### config.mk
export PLATFORM = sky130hd
export DESIGN_NAME = hex_text_to_crc16_frame_core_flat
export DESIGN_NICKNAME = d
export VERILOG_FILES = /design/src/design/hexcrc_pkg.sv /design/src/design/hexcrc_char_if.sv /design/src/design/hexcrc_byte_if.sv /design/src/design/hex_text_to_crc16_frame_core.sv /design/src/design/hexcrc_parse.sv /design/src/flat_wrapper.sv
export VERILOG_INCLUDE_DIRS = /design/src /design/src/design
export SDC_FILE = /design/constraint.sdc
export NUM_CORES = 1
export LEC_CHECK = 0
export BUFFER_PORTS_ARGS = -buffer_cell sky130_fd_sc_hd__buf_4
export CAP_MARGIN = 30
export CELL_PAD_IN_SITES_DETAIL_PLACEMENT = 0
export CELL_PAD_IN_SITES_GLOBAL_PLACEMENT = 1
export CORE_UTILIZATION = 49
export CTS_CLUSTER_SIZE = 10
export DETAILED_ROUTE_END_ITERATION = 12
export HOLD_SLACK_MARGIN = 0.03
export PLACE_DENSITY = 0.84
export SLEW_MARGIN = 20
export SYNTH_ARGS = -nofsm -noshare
export SYNTH_HDL_FRONTEND = slang
export SYNTH_HIERARCHICAL = 1
export SYNTH_SLANG_ARGS = --single-unit
### constraint.sdc
create_clock -name clk -period 3.58 [get_ports clk]
set_input_delay 0.895 -clock clk [delete_from_list [all_inputs] [get_ports clk]]
set_output_delay 0.895 -clock clk [all_outputs]
set_load 0.01 [all_outputs]
### src/design/hex_text_to_crc16_frame_core_macros.svh
// Assertion macros for the frame builder RTL.
// Each macro expects signals named clk and arst_n in the scope where it is used.
`ifndef HEX_TEXT_TO_CRC16_FRAME_CORE_MACROS_SVH
`define HEX_TEXT_TO_CRC16_FRAME_CORE_MACROS_SVH

`ifndef SYNTH
`define HEXCRC_ASSERT(lbl, prop) \
	lbl: assert property (@(posedge clk) disable iff (!arst_n) (prop)) \
		else $error("hexcrc assertion failed");
`define HEXCRC_ASSERT_SAME(lbl, ante, cons) \
	lbl: assert property (@(posedge clk) disable iff (!arst_n) (ante) |-> (cons)) \
		else $error("hexcrc implication failed");
`define HEXCRC_ASSERT_NEXT(lbl, ante, cons) \
	lbl: assert property (@(posedge clk) disable iff (!arst_n) (ante) |=> (cons)) \
		else $error("hexcrc next-cycle implication failed");
`else
`define HEXCRC_ASSERT(lbl, prop)
`define HEXCRC_ASSERT_SAME(lbl, ante, cons)
`define HEXCRC_ASSERT_NEXT(lbl, ante, cons)
`endif

`endif

### src/design/hexcrc_pkg.sv
`default_nettype none

package hexcrc_pkg;

	localparam logic [15:0] CRC_INIT   = 16'hFFFF;
	localparam logic [15:0] CRC_POLY   = 16'hA001;
	localparam logic [7:0]  CHAR_SPACE = 8'd32;

	typedef struct packed {
		logic [15:0] crc;
		logic [3:0]  held;
		logic        have;
		logic        stopped;
	} parse_state_t;

	localparam parse_state_t STATE_INIT = '{crc: CRC_INIT, held: 4'h0, have: 1'b0,
		stopped: 1'b0};

	typedef struct packed {
		logic        pay_vld;
		logic [7:0]  pay_byte;
		logic        crc_vld;
		logic [15:0] crc;
	} parse_result_t;

	typedef struct packed {
		logic [7:0] data;
		logic       last;
	} frame_entry_t;

	// Bit 4 set means the character is not a hex digit.
	function automatic logic [4:0] hex_value(input logic [7:0] c);
		logic [4:0] v;
		v = 5'h10;
		if (c >= 8'h30 && c <= 8'h39) begin
			v = {1'b0, 4'(c - 8'h30)};
		end else if (c >= 8'h41 && c <= 8'h46) begin
			v = {1'b0, 4'(c - 8'h41 + 8'd10)};
		end else if (c >= 8'h61 && c <= 8'h66) begin
			v = {1'b0, 4'(c - 8'h61 + 8'd10)};
		end
		return v;
	endfunction

	function automatic logic [15:0] crc_update(input logic [15:0] crc, input logic [7:0] b);
		logic [15:0] r;
		r = crc ^ {8'h00, b};
		for (int k = 0; k < 8; k++) begin
			if (r[0]) begin
				r = (r >> 1) ^ CRC_POLY;
			end else begin
				r = r >> 1;
			end
		end
		return r;
	endfunction

endpackage

`default_nettype wire

### src/design/hexcrc_char_if.sv
`default_nettype none

interface hexcrc_char_if;
	logic       valid;
	logic       ready;
	logic [7:0] char_in;
	logic       last_char;

	modport source (output valid, output char_in, output last_char, input ready);
	modport sink (input valid, input char_in, input last_char, output ready);
endinterface

`default_nettype wire

### src/design/hexcrc_byte_if.sv
`default_nettype none

interface hexcrc_byte_if;
	logic       valid;
	logic       ready;
	logic [7:0] out_byte;
	logic       out_last;

	modport source (output valid, output out_byte, output out_last, input ready);
	modport sink (input valid, input out_byte, input out_last, output ready);
endinterface

`default_nettype wire

### src/design/hex_text_to_crc16_frame_core.sv
// Turns ASCII hex text, one character per word, into a byte frame closed by its
// CRC-16/MODBUS. Each character is decoded and folded into the CRC in the cycle it
// is accepted, so a character is taken every cycle while each produces at most one
// byte and out_ch.ready is high. The output side sends one byte per cycle, while
// out_ch.ready is high, from a three-entry frame buffer; a character that completes
// a byte and carries the last flag yields three bytes, and a last character without
// a byte yields two, so input then waits until one byte is left and being taken.
// The CRC low byte comes before the high byte, and out_last marks the high byte.
`default_nettype none

module hex_text_to_crc16_frame_core (
	input  var logic      clk,
	input  var logic      arst_n,
	hexcrc_char_if.sink   in_ch,
	hexcrc_byte_if.source out_ch
);
	import hexcrc_pkg::*;

	`include "hex_text_to_crc16_frame_core_macros.svh"

	parse_state_t  state_q;
	parse_state_t  state_nxt;
	parse_result_t res;
	frame_entry_t  ent_q [3];
	frame_entry_t  load [3];
	logic [1:0]    cnt_q;
	logic [1:0]    load_cnt;
	logic          in_acc;
	logic          out_acc;

	hexcrc_parse u_parse (
		.cur       (state_q),
		.char_in   (in_ch.char_in),
		.last_char (in_ch.last_char),
		.nxt       (state_nxt),
		.res       (res)
	);

	assign in_ch.ready     = (cnt_q == 2'd0) || (cnt_q == 2'd1 && out_ch.ready);
	assign in_acc          = in_ch.valid && in_ch.ready;
	assign out_ch.valid    = (cnt_q != 2'd0);
	assign out_acc         = out_ch.valid && out_ch.ready;
	assign out_ch.out_byte = ent_q[0].data;
	assign out_ch.out_last = ent_q[0].last;

	always_comb begin
		load[0]  = '{data: res.crc[7:0], last: 1'b0};
		load[1]  = '{data: res.crc[15:8], last: 1'b1};
		load[2]  = '{data: res.crc[15:8], last: 1'b1};
		load_cnt = {res.crc_vld, 1'b0} + {1'b0, res.pay_vld};
		if (res.pay_vld) begin
			load[0] = '{data: res.pay_byte, last: 1'b0};
			load[1] = '{data: res.crc[7:0], last: 1'b0};
		end
	end

	always_ff @(posedge clk or negedge arst_n) begin
		if (!arst_n) begin
			state_q <= STATE_INIT;
			cnt_q   <= 2'd0;
		end else if (in_acc) begin
			state_q <= state_nxt;
			cnt_q   <= load_cnt;
		end else if (out_acc) begin
			cnt_q <= cnt_q - 2'd1;
		end
	end

	always_ff @(posedge clk) begin
		if (in_acc) begin
			ent_q <= load;
		end else if (out_acc) begin
			ent_q[0] <= ent_q[1];
			ent_q[1] <= ent_q[2];
		end
	end

	`HEXCRC_ASSERT_SAME(a_last_is_final, out_ch.valid && out_ch.out_last, cnt_q == 2'd1)
	`HEXCRC_ASSERT_NEXT(a_last_gives_crc, in_acc && in_ch.last_char, cnt_q >= 2'd2)
	`HEXCRC_ASSERT_NEXT(a_last_resets, in_acc && in_ch.last_char, state_q == STATE_INIT)
	`HEXCRC_ASSERT(a_idle_ready, (cnt_q != 2'd0) || in_ch.ready)

endmodule

`default_nettype wire

### src/design/hexcrc_parse.sv
`default_nettype none

module hexcrc_parse (
	input  var hexcrc_pkg::parse_state_t  cur,
	input  var logic [7:0]                char_in,
	input  var logic                      last_char,
	output var hexcrc_pkg::parse_state_t  nxt,
	output var hexcrc_pkg::parse_result_t res
);
	import hexcrc_pkg::*;

	logic [4:0] v;
	logic [7:0] b;

	assign v = hex_value(char_in);
	assign b = {cur.held, v[3:0]};

	always_comb begin
		nxt = cur;
		res = '0;
		if (!cur.stopped) begin
			if (!cur.have) begin
				if (char_in == CHAR_SPACE) begin
					nxt = cur;
				end else if (v[4]) begin
					nxt.stopped = 1'b1;
				end else begin
					nxt.held = v[3:0];
					nxt.have = 1'b1;
				end
			end else begin
				nxt.have = 1'b0;
				nxt.held = 4'h0;
				if (v[4]) begin
					nxt.stopped = 1'b1;
				end else begin
					nxt.crc      = crc_update(cur.crc, b);
					res.pay_vld  = 1'b1;
					res.pay_byte = b;
				end
			end
		end
		if (last_char) begin
			res.crc_vld = 1'b1;
			res.crc     = nxt.crc;
			nxt         = STATE_INIT;
		end
	end

endmodule

`default_nettype wire

### src/flat_wrapper.sv
// flat-port wrapper written by rule: the top's interface ports become plain ports
module hex_text_to_crc16_frame_core_flat import hexcrc_pkg::*;
  (clk, arst_n, in_ch_valid, in_ch_char_in, in_ch_last_char, in_ch_ready, out_ch_valid, out_ch_out_byte, out_ch_out_last, out_ch_ready);
  hexcrc_char_if in_ch_i ();
  hexcrc_byte_if out_ch_i ();
  input  var logic clk;
  input  var logic arst_n;
  input wire logic [$bits(in_ch_i.valid)-1:0] in_ch_valid;
  input wire logic [$bits(in_ch_i.char_in)-1:0] in_ch_char_in;
  input wire logic [$bits(in_ch_i.last_char)-1:0] in_ch_last_char;
  output wire logic [$bits(in_ch_i.ready)-1:0] in_ch_ready;
  output wire logic [$bits(out_ch_i.valid)-1:0] out_ch_valid;
  output wire logic [$bits(out_ch_i.out_byte)-1:0] out_ch_out_byte;
  output wire logic [$bits(out_ch_i.out_last)-1:0] out_ch_out_last;
  input wire logic [$bits(out_ch_i.ready)-1:0] out_ch_ready;
  assign in_ch_i.valid = in_ch_valid;
  assign in_ch_i.char_in = in_ch_char_in;
  assign in_ch_i.last_char = in_ch_last_char;
  assign in_ch_ready = in_ch_i.ready;
  assign out_ch_valid = out_ch_i.valid;
  assign out_ch_out_byte = out_ch_i.out_byte;
  assign out_ch_out_last = out_ch_i.out_last;
  assign out_ch_i.ready = out_ch_ready;
  hex_text_to_crc16_frame_core u_core (.clk(clk), .arst_n(arst_n), .in_ch(in_ch_i), .out_ch(out_ch_i));
endmodule
# --- After elaboration in Yosys (flattened, before gate mapping) ---
# Index checks and enable logic that the tools add are counted.
totals:
  regBits: 50
classes:
  addsub: 7
  n_lt_le_gt_ge: 6
  n_eq_ne: 5
  muxes: 48
  bitwise: 9
  n_reduce_logical: 12
ops:
  columns: ["operator", "count"]
  rows:
  - ["two-way mux 16 bit", 30]
  - ["two-way mux 22 bit", 3]
  - ["two-way mux 18 bit", 3]
  - ["two-way mux 9 bit", 3]
  - ["inverter 2 -> 3 bit", 8]
  - ["two-way mux 5 bit", 4]
  - ["two-way mux 17 bit", 1]
  - [">= comparator 8 x 7 -> 1 bit (second input constant)", 2]
  - ["<= comparator 8 x 7 -> 1 bit (second input constant)", 2]
  - ["XOR 16 x 8 -> 16 bit", 1]
  - ["subtractor 4 x 1 -> 4 bit (second input constant)", 3]
  - ["adder 4 bit (second input constant)", 2]
  - ["equality test 8 x 6 -> 1 bit (second input constant)", 1]
  - [">= comparator 8 x 6 -> 1 bit (second input constant)", 1]
  - ["<= comparator 8 x 6 -> 1 bit (second input constant)", 1]
  - ["logical AND 1 bit", 6]
  - ["two-way mux 6 bit", 1]
  - ["inequality test 3 x 2 -> 1 bit (second input constant)", 2]
  - ["two-way mux 2 bit", 2]
  - ["AND reduction 4 bit", 1]
  - ["nonzero test 2 bit", 2]
  - ["adder 2 x 1 -> 2 bit", 1]
  - ["equality test 2 x 1 -> 1 bit (second input constant)", 1]
  - ["zero test 2 bit", 1]
  - ["other kinds (5)", 5]

# --- Logic depth before layout (Yosys ltp) ---
# Gate-level depths: netlist of the first run.
depth:
  ltp_word: 49
  depth_mapped: 15

# --- Modules after synthesis ---
# The synthesis of the first run kept the hierarchy.
modules_own_cells:
  columns: ["mod", "instances", "cells_each", "area_per_inst_um2", "seq_area_each_um2"]
  rows:
  - ["hex_text_to_crc16_frame_core", 1, 155, 2319.7, 1401.3]
  - ["hexcrc_parse", 1, 164, 1158.6, 0.0]

# --- Worst setup path before layout of the first run ---
# No wires, ideal clock.
synth_timing:
  kind: "input to register"
  from: "in in_ch_char_in[0]"
  to: "reg u_core/ent_q[13] in the netlist's numbering, data pin"
  setup_ns: 0.267
  t_arrival_ns: 3.349
  required_ns: 3.313
  path_slack_ns: -0.036
  path_stages: 14
  path_buffers: 5
  cell_sequence: "inv_1 > ha_1 > or4b_4 > nand4_2 > nor2b_2 > buf_2 > or3_1 > buf_4 > inv_4 > buf_2 > buf_2 > buf_2 > mux2i_1 > o21ai_0"
synth_rtl:
  columns: ["element", "line_no", "rtl"]
  rows:
  - ["start: declaration", "flat_wrapper.sv:9", "input wire logic [$bits(in_ch_i.char_in)-1:0] in_ch_char_in;"]
  - ["end signal: assignment", "hex_text_to_crc16_frame_core.sv:71", "ent_q <= load;"]
  - ["end: declaration", "hex_text_to_crc16_frame_core.sv:24", "frame_entry_t ent_q [3];"]

==> results of run 1 <==
-- cells in the mapped netlist, types with 9 or more instances --
library cell / count / area (um2)
buf_4: 10 / 75.1
edfxtp_1: 26 / 781
clkbuf_1: 9 / 33.8
nand2b_1: 14 / 87.6
nor2b_1: 11 / 68.8
a21oi_1: 10 / 50.1
nor2_1: 23 / 86.3
xnor2_1: 18 / 158
inv_1: 10 / 37.5
mux2i_1: 27 / 270
dfstp_2: 16 / 420
mux2_4: 17 / 255
o21ai_0: 33 / 165
-- per-stage QoR --
step | utilization (%) | setup TNS (ns) | instances | worst slack (ns)
2_1_floorplan | - | 0 | 319 | 0.0303
3_3_place_gp | 54.0 | 0 | 425 | 0.0175
3_5_place_dp | 54.0 | -0.166 | 425 | -0.103
4_1_cts | 55.6 | 0 | 433 | 0.192
5_1_grt | 55.6 | 0 | 433 | 0.0311
6_report | 55.6 | 0 | 433 | 0.146
-- cell families (layout without fill, tap and decap cells) --
kind of cell | Yosys count | in the layout | share of synthesized area (%)
AND/OR/NAND/NOR | 84 | 84 | 14.1
AO/OA/AOI/OAI | 63 | 63 | 11.7
multiplexers | 50 | 50 | 17.1
adder cells (fa/ha/maj) | 5 | 5 | 1.80
XOR/XNOR | 27 | 27 | 8.06
buffers and inverters | 40 | 58 | 7.09
flip-flops | 50 | 50 | 40.3
-- layout make-up --
class / count / share of cell area [%]
Clock buffer: 6 / 1.91
Clock inverter: 2 / 0.987
Inverter: 13 / 1.61
Multi-Input combinational cell: 229 / 48.2
Sequential cell: 50 / 36.9
Tap cell: 96 / 3.16
Timing Repair Buffer: 37 / 7.31
-- critical path, stage by stage --
cell       delay [ns]
buf_4            0.12
ha_1             0.22
or4b_4           0.49
nand4_2          0.14
a2bb2oi_4        0.19
xnor3_1          0.37
xor3_1           0.41
mux2i_1          0.16
nor3b_1          0.27
mux2i_1          0.13
o21ai_0          0.18
-- power by group through the flow --
stage / Sequential [W] / Clock (W) / Combinational [W]
floorplan: 0.00102 / 0 / 0.00120
global placement: 0.00107 / 0 / 0.00140
detailed placement: 0.00107 / 0 / 0.00143
CTS: 0.00106 / 0.000411 / 0.00145
global route: 0.00109 / 0.000437 / 0.00157
finish: 0.00106 / 0.000406 / 0.00145
-- state kept, by name (all words and copies together) (netlist names) --
signal / flops
u_core/out_ch.out_byte: 8
u_core/out_ch.out_last: 1
u_core/cnt_q: 2
u_core/state_q: 22
u_core/ent_q: 17
-- final timing paths --
path | depth (start not counted) | to | startpoint
worst max-delay path | 11 | u_core/out_ch.out_byte[0] | in_ch_char_in[0]
worst min-delay path | 1 | u_core/state_q[0] | arst_n
worst max register to register | 9 | u_core/out_ch.out_byte[0] | u_core/state_q[11]
worst min register to register | 1 | u_core/out_ch.out_last | u_core/ent_q[9]
max in group asynchronous | 1 | u_core/state_q[18] | arst_n
min in group clk | 1 | u_core/out_ch.out_last | u_core/ent_q[9]
-- routing by layer --
layer / routed length (um) / GRT usage (%) / vias to the layer above
li1: - / - / 1135
met1: 3130 / 27.4 / 1171
met2: 3280 / 33.0 / 40
met3: 232 / 3.33 / 7
met4: 95 / 5.30 / 0
met5: 0 / 0 / -
==> results.sh, run 1 <==
export IMPL_synthArstFlopShare_pct=48.0
export IMPL_yosysSeqAreaShare_pct=40.3
export IMPL_clock_skew_ns=0.00292
export IMPL_die_w_um=86.3
export IMPL_num_rows=30
export IMPL_first_global_vias=2328
export IMPL_maxCapViolations=0
export IMPL_finalNetCount=354
export IMPL_drive_gt1_share_pct=28.5
export IMPL_power_frac_clock_pct=13.9
export IMPL_min_period_ns=3.43
export IMPL_ys_types=53
export IMPL_seq_area_um2=1400
export IMPL_place_gp_congestion=0.813
export IMPL_worstPathMaxFanout=3
export IMPL_wl_per_cell_um=15.6
export IMPL_synthesis_nets=337
export IMPL_via_count=2353
export IMPL_htreeDepth=2
export IMPL_comb_power_share_pct=49.6
export IMPL_path_class="primary input to flop"
export IMPL_final_cell_mix="buf_4 (37), o21ai_0 (33), mux2i_1 (27)"
export IMPL_grt_pass1_wl_um=11600
export IMPL_finalHoldViolCount=0
export IMPL_worst_pin_slew_ns=0.527
export IMPL_fp_dieH_um=86.3
export IMPL_final_area_um2=3800
export IMPL_cts_buffers=5
export IMPL_n_antenna_cell=0
export IMPL_outcome="completed"
export IMPL_p_int_w=0.00189
export IMPL_fin_crit_sh_pct=95.9
export IMPL_syn_inst=319
export IMPL_start_util_pct=50.9
export IMPL_drt_total_wl_um=6740
export IMPL_setup_viol=0
export IMPL_worstSkewPairLatency_ns=0.30
export IMPL_ys_ff_latch=50
export IMPL_cts_tree="yes"
export IMPL_p_leak_nw=1.46
export IMPL_io_pin_count=24
export IMPL_overflow=0
export IMPL_syn_avg_cell_area_um2=10.9
export IMPL_antenna_found_initial=0
export IMPL_clockBufferDepth=2
export IMPL_max_freq_ghz=0.291
export IMPL_power_density_nw_per_um2=768
export IMPL_r2r_slack_ns=0.65
export IMPL_drt_antenna_violating_nets=0
export IMPL_cp_start_kind="primary input"
export IMPL_holdWs_ns=0.489
export IMPL_swShare_pct=35.2
export IMPL_power_w=0.00292
export IMPL_dieArea_um2=7440
export IMPL_io_buffers=23
export IMPL_peakVddDrop_uv=322
export IMPL_cts_root_buf="clkbuf_8"
export IMPL_path_clk_slew_ns=0.09
export IMPL_required_ns=3.73
export IMPL_p_seq_share_pct=36.4
export IMPL_synth_edf_count=26
export IMPL_switching_power_w=0.00103
export IMPL_viasPerCell=5.43
export IMPL_multi_input_area_um2=1830
export IMPL_arrival_ns=3.58
export IMPL_cts_hold_buf=0
export IMPL_coreArea_um2=6830
export IMPL_rsz0062_at_grt="no"
export IMPL_cts_sinks=50
export IMPL_placement_cell_area_um2=3690
export IMPL_fillers=635
export IMPL_drc=0
export IMPL_mostFrequentLayoutCell="buf_4"
export IMPL_grt_max_degree=40
export IMPL_slew_viol_final=0
export IMPL_grt_use_total_pct=20.0
export IMPL_drtIter0Drc=127
export IMPL_yosys_warnings=6
export IMPL_hpwl_um=4610
export IMPL_syn_area_um2=3480
export IMPL_drtPass1Iterations=4
export IMPL_cts_resized=0
export IMPL_worstHoldPathType="primary input to async pin"
export IMPL_synthFlopType="edfxtp_1"
export IMPL_area_growth_pct=9.28
export IMPL_cts_setup_buffers=0
export IMPL_setup_worst_path_end_class="flop"
export IMPL_slew_headroom_pct=64.8
Note: power is estimated with default switching activity, not from simulation.
==> inputs of run 2 (changes only) <==
--- a/config.mk
+++ b/config.mk
@@ -10,11 +10,11 @@
 export CAP_MARGIN = 30
 export CELL_PAD_IN_SITES_DETAIL_PLACEMENT = 0
 export CELL_PAD_IN_SITES_GLOBAL_PLACEMENT = 1
-export CORE_UTILIZATION = 49
+export CORE_UTILIZATION = 30
 export CTS_CLUSTER_SIZE = 10
 export DETAILED_ROUTE_END_ITERATION = 12
 export HOLD_SLACK_MARGIN = 0.03
-export PLACE_DENSITY = 0.84
+export PLACE_DENSITY = 0.58
 export SLEW_MARGIN = 20
 export SYNTH_ARGS = -nofsm -noshare
 export SYNTH_HDL_FRONTEND = slang
==> constraint.sdc (replaced) <==
create_clock -name clk -period 3.4 [get_ports clk]
set_input_delay 0.85 -clock clk [delete_from_list [all_inputs] [get_ports clk]]
set_output_delay 0.85 -clock clk [all_outputs]
set_load 0.01 [all_outputs]
==> results.sh, run 2 (synthesis gave the netlist of run 1 again) <==
export IMPL_place_gp_congestion=0.777
export IMPL_io_pin_count=24
export IMPL_post_place_ws_ns=-0.260
export IMPL_multi_input_area_um2=1840
export IMPL_maxCapViolations=0
export IMPL_cts_hold_buf=0
export IMPL_fin_crit_sh_pct=94.3
export IMPL_max_flop_register="u_core/state_q"
export IMPL_drt_total_wl_um=7480
export IMPL_grt_pass1_wl_um=12600
export IMPL_finalHoldViolCount=0
export IMPL_antenna_found_initial=0
export IMPL_rsz0062_at_grt="no"
export IMPL_dieArea_um2=12000
export IMPL_start_util_pct=31.4
export IMPL_clock_skew_ns=0.00612
export IMPL_largest_reg_flops=22
export IMPL_io_buffers=23
export IMPL_p_leak_nw=1.55
export IMPL_fin_ws_ns=0.195
export IMPL_n_antenna_cell=0
export IMPL_fp_dieH_um=110
export IMPL_worst_pin_slew_ns=0.556
export IMPL_clockBufferDepth=2
export IMPL_fillers=1122
export IMPL_wl_per_cell_um=15.2
export IMPL_worstPathMaxFanout=3
export IMPL_cp_start_kind="primary input"
export IMPL_final_core_util_pct=36.4
export IMPL_grt_max_degree=40
export IMPL_path_class="primary input to flop"
export IMPL_slew_viol_final=0
export IMPL_path_clk_slew_ns=0.07
export IMPL_num_rows=38
export IMPL_outcome="completed"
export IMPL_cts_tree="yes"
export IMPL_min_period_ns=3.21
export IMPL_peakVddDrop_uv=376
export IMPL_arrival_ns=3.24
export IMPL_hpwl_um=5160
export IMPL_worstHoldPathType="primary input to async pin"
export IMPL_drtIter0Drc=67
export IMPL_die_w_um=110
export IMPL_overflow=0
export IMPL_cts_sinks=50
export IMPL_via_count=2346
export IMPL_area_growth_pct=16.0
export IMPL_required_ns=3.43
export IMPL_cts_buffers=5
export IMPL_drt_antenna_violating_nets=0
export IMPL_grt_use_total_pct=13.8
export IMPL_viasPerCell=4.77
export IMPL_drive_gt1_share_pct=32.1
export IMPL_max_freq_ghz=0.312
export IMPL_worstSkewPairLatency_ns=0.29
export IMPL_slew_headroom_pct=62.9
export IMPL_drc=0
export IMPL_seq_area_um2=1400
export IMPL_finalNetCount=369
export IMPL_power_density_nw_per_um2=813
export IMPL_first_global_vias=2384
export IMPL_cts_root_buf="clkbuf_16"
export IMPL_drtPass1Iterations=4
export IMPL_setup_viol=0
export IMPL_mostFrequentLayoutCell="buf_4"
export IMPL_htreeDepth=2
export IMPL_coreArea_um2=11100
export IMPL_final_cell_mix="buf_4 (52), o21ai_0 (33), mux2i_1 (26), edfxtp_1 (26), nor2_1 (23)"
export IMPL_setup_worst_path_end_class="flop"
==> run 2: changes by cell type in the layout (fill, tap and decap cells not counted) <==
cell / previous run / this run
nor3b_2: 0 / 1
buf_4: 37 / 52
mux2i_2: 0 / 1
clkbuf_8: 5 / 0
nor3b_1: 2 / 1
clkbuf_16: 0 / 5
mux2i_1: 27 / 26
==> run 2: area by class of cell <==
class,instances,area share [%]
flip-flops and latches,50,34.7
repair buffers,52,9.68
multi-input cells,229,45.6
clock inverters,2,0.931
inverters,13,1.52
well taps,140,4.34
clock buffers,6,3.19
==> run 2: repair_timing <==
item,4_1_cts,5_1_grt
gates resized for setup,0,2
setup endpoints to repair,0,2
setup buffers,0,1
==> run 2: power by group <==
part	switching [W]	internal [W]
Combinational	0.000724	0.000863
Sequential	0.000162	0.000961
Clock	0.000224	0.000348
==> run 2: worst max-delay path, stage by stage <==
cell and delay [ns]:
buf_4 0.12, inv_1 0.07, ha_1 0.16, buf_4 0.11
o21bai_1 0.11, a21oi_2 0.26, nor2b_2 0.08, or3_1 0.42
xor3_1 0.46, mux2i_2 0.26, nor3b_2 0.08, mux2i_1 0.15
o21ai_0 0.10
==> run 2: layer usage <==
layer | track usage, % | share of wire, % | vias up
li1 | - | - | 1177
met1 | 19.3 | 52 | 1130
met2 | 22.0 | 45 | 33
met3 | 2.31 | 2.5 | 6
met4 | 3.43 | 0.82 | 0
met5 | 0 | 0 | -
==> run 2: path summary, 6_finish.rpt <==
check,start,to,slack [ns],cells after the start
worst max-delay path,in_ch_char_in[0],u_core/out_ch.out_byte[0],0.19,13
worst min-delay path,arst_n,u_core/state_q[0],0.47,1
worst max register to register,u_core/state_q[10],u_core/out_ch.out_byte[0],0.56,9
worst min register to register,u_core/ent_q[9],u_core/out_ch.out_last,0.52,1
max in group asynchronous,arst_n,u_core/state_q[10],2.61,1
min in group clk,u_core/ent_q[9],u_core/out_ch.out_last,0.52,1
==> run 2: through the flow <==
step | TNS, ns | hold slack, ns | instances | total power [W] | area (um2)
4_1_cts | 0 | 0.479 | 491 | 0.00330 | 4020
6_report | 0 | 0.472 | 492 | 0.00328 | 4030
5_1_grt | 0 | 0.493 | 492 | 0.00351 | 4030
2_1_floorplan | 0 | 0.496 | 319 | 0.00233 | 3490
3_5_place_dp | -1.14 | 0.506 | 483 | 0.00271 | 3850
3_3_place_gp | -0.304 | 0.504 | 483 | 0.00268 | 3850
==> inputs of run 3 (changes only) <==
--- a/config.mk
+++ b/config.mk
@@ -15,6 +15,7 @@
 export DETAILED_ROUTE_END_ITERATION = 12
 export HOLD_SLACK_MARGIN = 0.03
 export PLACE_DENSITY = 0.58
+export REMOVE_ABC_BUFFERS = 1
 export SLEW_MARGIN = 20
 export SYNTH_ARGS = -nofsm -noshare
 export SYNTH_HDL_FRONTEND = slang
==> results.sh, run 3 (synthesis gave the netlist of run 1 again) <==
export IMPL_place_gp_congestion=0.791
export IMPL_r2r_end="u_core/ent_q[10]"
export IMPL_via_count=2374
export IMPL_start_util_pct=31.4
export IMPL_power_density_nw_per_um2=793
export IMPL_p_leak_nw=1.58
export IMPL_required_ns=3.43
export IMPL_drt_antenna_violating_nets=0
export IMPL_path_clk_slew_ns=0.07
export IMPL_io_pin_count=24
export IMPL_fin_crit_sh_pct=93.4
export IMPL_arrival_ns=3.21
export IMPL_cp_start_kind="primary input"
export IMPL_drt_total_wl_um=7430
export IMPL_min_period_ns=3.18
export IMPL_largest_reg_flops=22
export IMPL_first_global_vias=2362
export IMPL_cts_tree="yes"
export IMPL_outcome="completed"
export IMPL_setup_viol=0
export IMPL_setup_worst_path_end="u_core/ent_q[10]"
export IMPL_mostFrequentLayoutCell="buf_4"
export IMPL_finalHoldViolCount=0
export IMPL_reg2regPathDepth=9
export IMPL_drc=0
export IMPL_setup_tns_ns=0
export IMPL_drive_gt1_share_pct=32.7
export IMPL_finalNetCount=372
export IMPL_n_antenna_cell=0
export IMPL_wl_per_cell_um=15.0
export IMPL_peakVddDrop_uv=352
export IMPL_drtIter0Drc=132
export IMPL_fillers=1086
export IMPL_worstHoldPathType="primary input to async pin"
export IMPL_worstSkewPairLatency_ns=0.29
export IMPL_antenna_found_initial=0
export IMPL_dieArea_um2=12000
export IMPL_viasPerCell=4.80
export IMPL_path_class="primary input to flop"
export IMPL_maxCapViolations=0
export IMPL_num_rows=38
export IMPL_cts_buffers=5
export IMPL_rsz0062_at_grt="no"
export IMPL_power_frac_clock_pct=17.6
export IMPL_final_cell_mix="buf_4 (52), o21ai_0 (33), mux2i_1 (26), edfxtp_1 (26), nor2_1 (23)"
export IMPL_worst_pin_slew_ns=0.623
export IMPL_grt_use_total_pct=13.6
export IMPL_r2r_slack_ns=0.68
export IMPL_die_w_um=110
export IMPL_place_inst=486
export IMPL_stdcell_count=495
export IMPL_p_int_w=0.00215
export IMPL_cts_hold_buf=0
export IMPL_critPathLaunch="in_ch_char_in[0]"
export IMPL_power_w=0.00325
export IMPL_max_flop_register="u_core/state_q"
export IMPL_fp_dieH_um=110
export IMPL_grt_pass1_wl_um=12400
export IMPL_cts_sinks=50
export IMPL_hpwl_um=5010
export IMPL_area_growth_pct=17.7
export IMPL_p_seq_share_pct=34.6
export IMPL_switching_power_w=0.00110
export IMPL_grt_max_degree=40
export IMPL_slew_viol_final=0
export IMPL_coreArea_um2=11100
export IMPL_swShare_pct=33.9
export IMPL_clock_skew_ns=0.00614
export IMPL_r2r_start="u_core/state_q[2]"
export IMPL_clockBufferDepth=2
export IMPL_drtPass1Iterations=4
export IMPL_cts_root_buf="clkbuf_16"
export IMPL_comb_power_share_pct=47.9
export IMPL_worstPathMaxFanout=4
export IMPL_slew_headroom_pct=58.4
export IMPL_htreeDepth=2
export IMPL_setup_worst_path_end_class="flop"
export IMPL_max_freq_ghz=0.315
export IMPL_io_buffers=23
export IMPL_overflow=0
-- run 3: cell count changes in the layout (fill, tap and decap cells not counted), sizes merged --
cell	before	now
buf	52	55
-- run 3: layer usage --
| layer | vias to the layer above | part of all wire (%) | wire, um | global-route usage, % |
|---|---|---|---|---|
| li1 | 1180 | - | - | - |
| met1 | 1156 | 50 | 3720 | 18.7 |
| met2 | 33 | 47 | 3480 | 21.9 |
| met3 | 5 | 2.3 | 168 | 2.13 |
| met4 | 0 | 0.85 | 63 | 4.29 |
| met5 | - | 0 | 0 | 0 |
-- run 3: worst min path at each step --
| stage | cells after the start | to | start | slack, ns |
|---|---|---|---|---|
| after CTS | 1 | u_core/cnt_q[0] | arst_n | 0.48 |
| final | 1 | u_core/cnt_q[0] | arst_n | 0.48 |
| after floorplan | 1 | u_core/out_ch.out_last | u_core/ent_q[9] | 0.50 |
| after global placement | 1 | u_core/out_ch.out_last | u_core/ent_q[9] | 0.50 |
| after detailed placement | 1 | u_core/out_ch.out_last | u_core/ent_q[9] | 0.51 |
| after global routing | 1 | u_core/cnt_q[0] | arst_n | 0.49 |
-- run 3: final cells by class --
cell class	count	area [um2]	share of cell area, %
clock buffers	6	129	3.15
clock inverters	2	37.5	0.917
inverters	13	61.3	1.50
multi-input cells	229	1840	44.9
flip-flops and latches	50	1400	34.2
well taps	140	175	4.28
repair buffers	55	450	11.0
-- run 3: what timing repair did --
action                     in CTS  in global routing
resized for setup               0                  2
buffers inserted                0                  1
setup endpoints to repair       0                  3
-- run 3: worst max-delay path: stages --
cell	delay [ns]
buf_4	0.12
inv_1	0.08
ha_1	0.21
or4b_4	0.47
nand4_2	0.13
a2bb2oi_4	0.18
xnor3_1	0.34
xor3_1	0.28
mux2i_2	0.26
nor3b_2	0.07
mux2i_1	0.12
o21ai_0	0.08
-- run 3: stage by stage --
| step | utilization (%) | hold slack, ns | area [um2] | setup WS (ns) |
|---|---|---|---|---|
| 2_1_floorplan | - | 0.497 | 3290 | -0.136 |
| 3_3_place_gp | 35.3 | 0.501 | 3910 | -0.155 |
| 3_5_place_dp | 35.3 | 0.512 | 3910 | -0.263 |
| 4_1_cts | 36.8 | 0.485 | 4080 | 0.0307 |
| 5_1_grt | 37.0 | 0.492 | 4090 | 0.0998 |
| 6_report | 37.0 | 0.484 | 4090 | 0.223 |
-- run 3: power groups by stage --
stage,Sequential (W),Combinational (W),Clock [W]
4_1_cts,0.00113,0.00157,0.000591
5_1_grt,0.00116,0.00169,0.000616
6_report,0.00112,0.00155,0.000570
3_3_place_gp,0.00113,0.00155,0
2_1_floorplan,0.00111,0.00112,0
3_5_place_dp,0.00114,0.00156,0
